File: config.mk
export PLATFORM = sky130hd
export DESIGN_NAME = compacting_id_set_core
export DESIGN_NICKNAME = d
export VERILOG_FILES = /design/src/rtl/core/cis_pkg.sv /design/src/rtl/core/compacting_id_set_core.sv /design/src/rtl/core/cis_cell.sv
export VERILOG_INCLUDE_DIRS = /design/src /design/src/rtl/core
export SDC_FILE = /design/constraint.sdc
export NUM_CORES = 2
export LEC_CHECK = 0
export ABC_AREA = 1
export BUFFER_PORTS_ARGS = -buffer_cell sky130_fd_sc_hd__clkbuf_2
export CORE_MARGIN = 4
export CORE_UTILIZATION = 60
export CTS_BUF_LIST = sky130_fd_sc_hd__clkbuf_8 sky130_fd_sc_hd__clkbuf_16
export DETAILED_ROUTE_END_ITERATION = 8
export PLACE_DENSITY = 0.83
export SYNTH_ARGS = -nofsm -noshare
export SYNTH_HDL_FRONTEND = slang
export SYNTH_HIERARCHICAL = 1
export SYNTH_SLANG_ARGS = --single-unit
File: constraint.sdc
create_clock -name clk -period 13.9 [get_ports clk]
set_input_delay 0.695 -clock clk [delete_from_list [all_inputs] [get_ports clk]]
set_output_delay 0.695 -clock clk [all_outputs]
set_load 0.02 [all_outputs]
File: src/rtl/core/compacting_id_set_core_macros.svh
// assertion macros for the compacting id set core
`ifndef COMPACTING_ID_SET_CORE_MACROS_SVH
`define COMPACTING_ID_SET_CORE_MACROS_SVH

// same-cycle implication, checked outside reset
`define CIS_ASSERT_IMP(label, clk, rst, ante, cons, msg) \
  label: assert property (@(posedge clk) disable iff (rst) (ante) |-> (cons)) \
    else $error(msg);

// next-cycle implication, checked outside reset
`define CIS_ASSERT_NXT(label, clk, rst, ante, cons, msg) \
  label: assert property (@(posedge clk) disable iff (rst) (ante) |=> (cons)) \
    else $error(msg);

`endif

File: src/rtl/core/cis_pkg.sv
// shared types and constants for the compacting id set core
package cis_pkg;

  // fixed field widths of the command and result ports
  localparam int IN_ID_W   = 32;
  localparam int POS_W     = 4;
  localparam int OUT_VAL_W = 32;

  // operation codes
  typedef enum logic [1:0] {
    OP_ADD = 2'd0,
    OP_DEL = 2'd1,
    OP_HAS = 2'd2,
    OP_GET = 2'd3
  } cis_op_t;

  // scan token handed from one cell to the next lower one
  typedef struct packed {
    logic active;  // token sits at this point of the chain
    logic seen;    // a valid match was found at a higher position
  } cis_tok_t;

  // commit strobes broadcast to every cell
  typedef struct packed {
    logic load;   // append the key at position count
    logic shift;  // delete: marked cells take their upper neighbor
  } cis_cmd_t;

endpackage

File: src/rtl/core/compacting_id_set_core.sv
// top level of the compacting id set: control, result registers, cell chain
//
//  channel   handshake                 fields
//  command   start in, busy out        opcode, item_id, position
//  result    done out (one cycle)      status, found, read_value, entry_count
//
// an item is taken when start is high and busy is low; its result strobes on
// done once the scan token has left the bottom cell, and the next item can
// be taken when busy drops together with done, so items do not overlap
// the scan token walks the cell chain from the top cell down, one cell a cycle
// reset clears the count and all control; entries hold nothing valid then
// results cannot be stalled: done is a one-cycle strobe
`include "compacting_id_set_core_macros.svh"

module compacting_id_set_core #(
  parameter int CAPACITY = 16,
  parameter int ID_WIDTH = 32,
  localparam int CNT_W   = $clog2(CAPACITY + 1)
) (
  input  logic                          clk,
  input  logic                          rst,
  input  logic                          start,
  output logic                          busy,
  input  logic [1:0]                    opcode,
  input  logic [cis_pkg::IN_ID_W-1:0]   item_id,
  input  logic [cis_pkg::POS_W-1:0]     position,
  output logic                          done,
  output logic                          status,
  output logic                          found,
  output logic [cis_pkg::OUT_VAL_W-1:0] read_value,
  output logic [CNT_W-1:0]              entry_count
);

  // ids are kept in their low bits only
  localparam int KEY_W = (ID_WIDTH < cis_pkg::IN_ID_W) ? ID_WIDTH : cis_pkg::IN_ID_W;

  typedef enum logic {
    S_IDLE,
    S_SCAN
  } state_t;

  state_t                      state;
  logic                        launch;
  logic [CNT_W-1:0]            count;
  logic [CNT_W-1:0]            count_next;
  cis_pkg::cis_op_t            op;
  logic [KEY_W-1:0]            key;
  logic [cis_pkg::POS_W-1:0]   pos;
  logic                        accept;
  logic                        fin;
  logic                        key_zero;
  logic                        full;
  logic                        any_hit;
  logic                        status_next;
  logic                        found_next;
  logic [cis_pkg::OUT_VAL_W-1:0] value_next;
  cis_pkg::cis_cmd_t           cmd;

  cis_pkg::cis_tok_t           tok  [CAPACITY];
  logic [KEY_W-1:0]            data [CAPACITY];
  logic [KEY_W-1:0]            val  [CAPACITY];
  logic [CAPACITY-1:0]         tok_act;

  assign busy        = state != S_IDLE;
  assign accept      = start && !busy;
  assign entry_count = count;

  // operands held for the length of the scan
  always_ff @(posedge clk) begin
    if (accept) begin
      op  <= cis_pkg::cis_op_t'(opcode);
      key <= item_id[KEY_W-1:0];
      pos <= position;
    end
  end

  // cell chain, token enters at the top and leaves at cell 0
  for (genvar i = 0; i < CAPACITY; i++) begin : g_cell
    cis_pkg::cis_tok_t tok_up;
    logic [KEY_W-1:0]  data_up;
    logic [KEY_W-1:0]  val_up;

    if (i == CAPACITY - 1) begin : g_top
      assign tok_up.active = launch;
      assign tok_up.seen   = 1'b0;
      assign data_up       = '0;
      assign val_up        = '0;
    end else begin : g_mid
      assign tok_up  = tok[i+1];
      assign data_up = data[i+1];
      assign val_up  = val[i+1];
    end

    cis_cell #(
      .INDEX (i),
      .KEY_W (KEY_W),
      .CNT_W (CNT_W)
    ) u_cell (
      .clk      (clk),
      .rst      (rst),
      .key      (key),
      .pos      (pos),
      .count    (count),
      .cmd      (cmd),
      .tok_in   (tok_up),
      .data_in  (data_up),
      .up_value (val_up),
      .tok_out  (tok[i]),
      .data_out (data[i]),
      .value    (val[i])
    );

    assign tok_act[i] = tok[i].active;
  end

  // result and commit once the token leaves the bottom cell
  assign fin      = (state == S_SCAN) && tok[0].active;
  assign any_hit  = tok[0].seen;
  assign key_zero = key == '0;
  assign full     = count == CNT_W'(CAPACITY);

  always_comb begin
    cmd         = '0;
    status_next = 1'b0;
    found_next  = 1'b0;
    value_next  = '0;
    count_next  = count;
    unique case (op)
      cis_pkg::OP_ADD: begin
        if (key_zero || full) begin
          status_next = 1'b1;
        end else begin
          cmd.load   = fin;
          count_next = count + CNT_W'(1);
        end
      end
      cis_pkg::OP_DEL: begin
        if (key_zero || !any_hit) begin
          status_next = 1'b1;
        end else begin
          cmd.shift  = fin;
          count_next = count - CNT_W'(1);
        end
      end
      cis_pkg::OP_HAS: begin
        if (key_zero) begin
          status_next = 1'b1;
        end else begin
          found_next = any_hit;
        end
      end
      cis_pkg::OP_GET: begin
        value_next = cis_pkg::OUT_VAL_W'(data[0]);
      end
      default: begin
        status_next = 1'b0;
      end
    endcase
  end

  // control state machine with the result registers
  always_ff @(posedge clk) begin
    if (rst) begin
      state  <= S_IDLE;
      launch <= 1'b0;
      done   <= 1'b0;
      count  <= '0;
    end else begin
      launch <= 1'b0;
      done   <= 1'b0;
      unique case (state)
        S_IDLE: begin
          if (start) begin
            state  <= S_SCAN;
            launch <= 1'b1;
          end
        end
        S_SCAN: begin
          if (fin) begin
            state      <= S_IDLE;
            done       <= 1'b1;
            count      <= count_next;
            status     <= status_next;
            found      <= found_next;
            read_value <= value_next;
          end
        end
        default: begin
          state <= S_IDLE;
        end
      endcase
    end
  end

  // checks
  `CIS_ASSERT_IMP(a_done_idle, clk, rst, done, !busy, "result strobe while still busy")
  `CIS_ASSERT_NXT(a_accept_busy, clk, rst, accept, busy, "accepted item did not start a scan")
  `CIS_ASSERT_NXT(a_count_hold, clk, rst, !fin, $stable(count), "count moved outside commit")
  `CIS_ASSERT_IMP(a_one_token, clk, rst, 1'b1, $onehot0(tok_act), "more than one scan token")

endmodule

File: src/rtl/core/cis_cell.sv
// one storage cell of the id chain: entry, local compare, scan stage
module cis_cell #(
  parameter int INDEX = 0,
  parameter int KEY_W = 32,
  parameter int CNT_W = 5
) (
  input  logic                      clk,
  input  logic                      rst,
  input  logic [KEY_W-1:0]          key,
  input  logic [cis_pkg::POS_W-1:0] pos,
  input  logic [CNT_W-1:0]          count,
  input  cis_pkg::cis_cmd_t         cmd,
  input  cis_pkg::cis_tok_t         tok_in,
  input  logic [KEY_W-1:0]          data_in,
  input  logic [KEY_W-1:0]          up_value,
  output cis_pkg::cis_tok_t         tok_out,
  output logic [KEY_W-1:0]          data_out,
  output logic [KEY_W-1:0]          value
);

  // cells past the position field range are never addressed by get
  localparam bit POS_REACH = INDEX < (1 << cis_pkg::POS_W);

  logic live;
  logic hit_here;
  logic at_pos;
  logic at_tail;
  logic shift_sel;

  // local decode against the broadcast operands
  assign live     = count > CNT_W'(INDEX);
  assign hit_here = live && (value == key);
  assign at_pos   = POS_REACH && live && (pos == cis_pkg::POS_W'(INDEX));
  assign at_tail  = count == CNT_W'(INDEX);

  // token stage toward the lower neighbor
  always_ff @(posedge clk) begin
    if (rst) begin
      tok_out <= '0;
    end else begin
      tok_out.active <= tok_in.active;
      tok_out.seen   <= tok_in.active && (tok_in.seen || hit_here);
    end
  end

  // scan data, shift mark and the stored entry
  always_ff @(posedge clk) begin
    if (tok_in.active) begin
      data_out  <= at_pos ? value : data_in;
      shift_sel <= !tok_in.seen;
    end
    if (cmd.load && at_tail) begin
      value <= key;
    end else if (cmd.shift && shift_sel) begin
      value <= up_value;
    end
  end

endmodule
# Yosys cells after proc, flatten, opt, wreduce, memory -nomap -nowiden
# Cells that the tools add are included.
dict set report totals {
  ff_bits 1151
  output_inout_bits 41
  elab_cells 365
  input_bits 41
}
dict set report classes {
  order_cmp 16
  n_eq_ne 52
  n_mux 62
  bitwise_logic 3
  n_addsub 2
  reduce_logical 141
}
# operator count
set ops {}
lappend ops {{32-bit 2-to-1 mux} 47}
lappend ops {{32-bit == test} 16}
lappend ops {{1-bit logical AND} 81}
lappend ops {{5-bit by 4-bit == test with 1-bit output, second input constant} 8}
lappend ops {{5-bit by 4-bit greater-than comparator with 1-bit output, second input constant} 8}
lappend ops {{2-bit nonzero test} 17}
lappend ops {{4-bit == test, second input constant} 8}
lappend ops {{32-bit logical NOT} 1}
lappend ops {{5-bit by 3-bit == test with 1-bit output, second input constant} 4}
lappend ops {{5-bit by 3-bit greater-than comparator with 1-bit output, second input constant} 4}
lappend ops {{1-bit logical NOT} 17}
lappend ops {{1-bit logical OR} 17}
lappend ops {{4-bit by 3-bit == test with 1-bit output, second input constant} 4}
lappend ops {{5-bit by 2-bit == test with 1-bit output, second input constant} 2}
lappend ops {{5-bit by 1-bit greater-than comparator with 1-bit output, second input constant} 2}
lappend ops {{5-bit by 2-bit greater-than comparator with 1-bit output, second input constant} 2}
lappend ops {{1-bit 2-to-1 mux} 10}
lappend ops {{5-bit 2-to-1 mux} 2}
lappend ops {{5-bit case mux with 2 select lines} 1}
lappend ops {{4-bit by 2-bit == test with 1-bit output, second input constant} 2}
lappend ops {{2-bit OR reduction} 3}
lappend ops {{5-bit by 1-bit adder with 5-bit output, second input constant} 1}
lappend ops {{5-bit by 1-bit == test with 1-bit output, second input constant} 1}
lappend ops {{5-bit == test, second input constant} 1}
lappend ops {{other kinds (13)} 17}

# Longest topological paths before layout
dict set report logic_depth {
  word_depth 7
  ltp_mapped 13
  depth_no_buf 11
}

# Hierarchy
# Netlist, hierarchy kept.
# module instances seq_area_each_um2 area_per_inst_um2 cells_each
set modules_own_cells {}
lappend modules_own_cells {{cis_cell (g_cell[8].u_cell)} 1 1991.9 3535.9 365}
lappend modules_own_cells {{cis_cell (g_cell[14].u_cell)} 1 1991.9 3503.4 362}
lappend modules_own_cells {{cis_cell (g_cell[4].u_cell)} 1 1991.9 3464.6 279}
lappend modules_own_cells {{cis_cell (g_cell[13].u_cell)} 1 1991.9 3423.3 339}
lappend modules_own_cells {{cis_cell (g_cell[2].u_cell)} 1 1991.9 3422.0 358}
lappend modules_own_cells {{cis_cell (g_cell[6].u_cell)} 1 1991.9 3393.3 283}
lappend modules_own_cells {{cis_cell (g_cell[3].u_cell)} 1 1991.9 3383.2 314}
lappend modules_own_cells {{cis_cell (g_cell[5].u_cell)} 1 1991.9 3382.0 355}
lappend modules_own_cells {{cis_cell (g_cell[1].u_cell)} 1 1991.9 3370.7 311}
lappend modules_own_cells {{cis_cell (g_cell[9].u_cell)} 1 1991.9 3369.5 280}
lappend modules_own_cells {{cis_cell (g_cell[12].u_cell)} 1 1991.9 3353.2 306}
lappend modules_own_cells {{cis_cell (g_cell[15].u_cell)} 1 1991.9 3352.0 375}
lappend modules_own_cells {{cis_cell (g_cell[11].u_cell)} 1 1991.9 3350.7 228}
lappend modules_own_cells {{cis_cell (g_cell[7].u_cell)} 1 1991.9 3340.7 371}
lappend modules_own_cells {{+3 rows} - - - -}

# Worst setup path after synthesis
# Ideal clock, no wire load.
dict set report synth_timing {
  path_kind {reg-to-reg}
  start {register key[19]}
  end {register g_cell[12].u_cell.value[0], enable pin}
  setup_ps 389
  synth_period_minus_slack_ps 4997
  slack_ps 8903
  stages_incl_launch_ff 13
  n_path_buf 2
  t_arrival_ps 4607
  required_time_ps 13511
  path_cell_list {edfxtp_1 -> nor2_1 -> nand2_1 -> nor2_1 -> nand2_1 -> nor2_2 -> nor3_1 -> nand3_1 -> nor2_8 -> inv_2 -> buf_6 -> buf_6 -> nand2_1}
}
# item line_no
set synth_lines {}
lappend synth_lines {{start: declaration} compacting_id_set_core.sv:47} ;# logic [KEY_W-1:0] key;
lappend synth_lines {{start signal: assignment} compacting_id_set_core.sv:72} ;# key <= item_id[KEY_W-1:0];
lappend synth_lines {{end signal: assignment} cis_cell.sv:53} ;# value <= key;
lappend synth_lines {{end signal: assignment} cis_cell.sv:55} ;# value <= up_value;
lappend synth_lines {{end: declaration} cis_cell.sv:18} ;# output logic [KEY_W-1:0] value

==> key figures <==
Status
  – Status: completed

Pwr
  – Power share of the clock group: 43.3%
  – Gate power share: 3.8%
  – P_sw: roughly 1.5 mW
  – PwrDens: around 110 nW/um^2
  – Internal power: roughly 5.6 mW
  – Worst vdd ir: 0.000131 V
  – Reg power frac: between 50% and 60%
  – Sw Share: roughly a fifth
  – Leakage power: between 20 and 30 nW

Worst setup path
  – Worst Path Required: between 10000 and 15000 ps
  – Endpoint class of the critical path: flip-flop
  – Crit Path Max Fanout: 42
  – Crit start category: flip-flop
  – Crit path kind: reg2reg
  – Worst EP arrival: between 4000 and 5000 ps

Yosys
  – Cells after Synth: between 5000 and 6000
  – Yosys warnings: 6
  – Avg Inst Size Synth: 10.8 sq um
  – Post-Syn Area: 57400 sq um
  – Register area share after synthesis: between 50 and 60%
  – Synth Register Bits: 1152
  – Yosys cell types: 52

Placement
  – Place WS: 9850 ps
  – IO Port Bufs: a little over 80
  – Routability Congestion: between 0.9 and 1
  – Detailed Place HPWL: about 100000 um

Clocking
  – Clk root buf: clkbuf_16
  – Clock sinks: between 1000 and 1500
  – Setup bufs post-CTS: 0
  – Htree depth: 3
  – CTS tree: built
  – Clock Latency Late Sink: ~710 ps
  – Clock-pin transition on the worst setup and hold timing paths: ~70 ps
  – Post_cts resized: 0
  – Hold Buf Count CTS: 0
  – Clock Tree Buf Depth: 3
  – Inserted Clock Buffers: between 100 and 150

STA
  – Clock Skews: approximately 34 ps
  – Fmax: 0.240 GHz
  – Worst slew pin tran: around 1100 ps
  – Final setup viols: 0
  – RSZ-0062 raised after global routing: no
  – Setup TNS: 0 ps
  – Slew margin rel.: about a quarter
  – Fin crit share: between 20 and 30%
  – Final Hold Fails: 0
  – Slew Viols, Final: 0
  – Final min period: between 4000 and 5000 ps
  – Worst setup margin: ~10000 ps

Detailed routing
  – Pre-antenna DRT Iters: 7
  – Final wirelength: approximately 150000 um
  – DR vias/cell: approximately 5.7
  – Via Count: slightly below 40000
  – Drt initial violations: 4328
  – DR DRC count: 0
  – Wirelength per Cell: 22.2 um
  – Antenna Nets Post-Route: 0

Floorplan
  – Initial core utilization: between 60% and 70%
  – Top-Level Pins: slightly above 80
  – Die width: between 300 and 400 um
  – Die Ht: ~320 um
  – Core Region: around 95000 sq um
  – Die Area: around 100000 sq um
  – Core Rows: between 100 and 150

GRT
  – Largest net degree at the start of global routing: 65
  – GRT overflow: 0
  – Vias in the first global route: just under 40000
  – Initial antenna violation count: 2
  – Gr usage total: 30.1%
  – First-pass GRT wire length: 230000 um

Worst hold path
  – Min-Delay Path Class: in2reg

Finish
  – Antenna Diode Count: 0
  – Most common cell after layout, fill and taps aside: nand2_1
  – FF/Latch Area: ~34000 sq um
  – Fraction of layout cells with a size suffix above 1: between 15 and 20%
  – Layout area overhead: 9.82%
  – Layout Nets: 5561
  – Most frequent cells in the layout: 1746 x nand2_1, 1112 x edfxtp_1, 610 x inv_1
  – Multi-input logic area: around 20000 sq um
  – Filler instances: 6717

Job
  – Maxcap violations: 0
-- state kept, by name, indices dropped and copies added, names as in the netlist --
signal / count
launch: 1
op: 2
status: 1
read_value: 32
done: 1
g_cell.u_cell/shift_sel: 16
g_cell.u_cell/data_out: 512
g_cell.u_cell/value: 512
key: 32
found: 1
g_cell.u_cell/tok_out: 32
pos: 4
busy: 1
entry_count: 5
-- cell families after synthesis --
kind of cell / after synthesis / synth area share, %
flip-flops: 1152 / 59.6
AO/OA/AOI/OAI: 505 / 4.90
AND/OR/NAND/NOR: 2194 / 15.6
adder cells (fa/ha/maj): 4 / 0.100
multiplexers: 397 / 9.26
XOR/XNOR: 310 / 4.73
other: 1 / 0.00654
buffers and inverters: 753 / 5.82
-- area by class of cell --
type,instances,area share [%]
repair buffers,182,1.85
well taps,1265,2.51
multi-input cells,3475,31.9
clock buffers,124,4.75
inverters,591,3.52
flip-flops and latches,1152,54.3
clock inverters,85,1.19
-- worst max-delay path: stages, from the launching register on --
cell	delay, ps
edfxtp_1	320
buf_4	520
nor2_1	130
nand2_1	80
nor2_1	60
nand2_1	140
nor2_2	100
nor3_2	110
buf_4	310
nand3_1	180
nor2_4	500
inv_2	440
nand2_1	520
buf_4	380
-- power by group through the flow --
| stage | clock (mW) | sequential (mW) | combinational, mW |
|---|---|---|---|
| after floorplan | 0 | 3.90 | 0.115 |
| after global placement | 0 | 3.86 | 0.252 |
| after detailed placement | 0 | 3.86 | 0.258 |
| after CTS | 3.11 | 3.78 | 0.261 |
| after global routing | 3.26 | 3.78 | 0.286 |
| final | 3.09 | 3.78 | 0.269 |
-- per-stage QoR --
step / cell area (sq um) / total power, mW / utilization, % / hold slack (ps) / instances
2_1_floorplan: 57600 / 4.01 / - / 426 / 5380
3_3_place_gp: 59300 / 4.11 / 62.5 / 437 / 6665
3_5_place_dp: 59300 / 4.11 / 62.5 / 446 / 6665
4_1_cts: 63000 / 7.16 / 66.4 / 132 / 6874
5_1_grt: 63000 / 7.33 / 66.4 / 141 / 6874
6_report: 63000 / 7.14 / 66.4 / 165 / 6874
-- path summary, 6_finish.rpt --
path                                startpoint                      endpoint  slack [ps]  cells after the start
hold / removal                     position[1]                        pos[1]         170                      1
setup reg to reg                       key[21]    g_cell[3].u_cell/value[30]        9730                     13
setup / recovery                       key[21]    g_cell[3].u_cell/value[30]        9730                     13
hold reg to reg   g_cell[15].u_cell/tok_out[0]  g_cell[14].u_cell/tok_out[0]         460                      2
-- synthesized netlist by cell type, drive strengths merged --
| cell | number | area, sq um |
|---|---|---|
| inv | 590 | 2210 |
| clkbuf | 57 | 215 |
| nor3 | 11 | 81.3 |
| xnor2 | 260 | 2280 |
| conb | 1 | 3.75 |
| o22ai | 1 | 6.26 |
| or2 | 1 | 6.26 |
| a21oi | 30 | 158 |
| nor2 | 304 | 1200 |
| nor4 | 3 | 63.8 |
| mux2 | 397 | 5320 |
| o21bai | 2 | 18.8 |
| a21o | 1 | 7.51 |
| fa | 1 | 20.0 |
| edfxtp | 1112 | 33400 |
| nand4 | 62 | 548 |
| o21ai | 471 | 2620 |
| clkinv | 1 | 3.75 |
| nand3 | 55 | 338 |
| xor2 | 50 | 438 |
| nand2 | 1751 | 6600 |
| nor3b | 1 | 12.5 |
| ha | 3 | 37.5 |
| nand3b | 5 | 75.1 |
| dfxtp | 40 | 801 |
| or3 | 1 | 11.3 |
| buf | 105 | 905 |
-- per-layer routing --
layer | GRT usage [%] | vias to the layer above | part of all wire, %
met4 | 18.2 | 2 | 7.0
li1 | - | 17900 | -
met3 | 4.27 | 569 | 7.8
met1 | 35.4 | 18800 | 35
met5 | 0 | - | 0.0072
met2 | 52.5 | 2168 | 50
(Power assumes the default switching activity.)
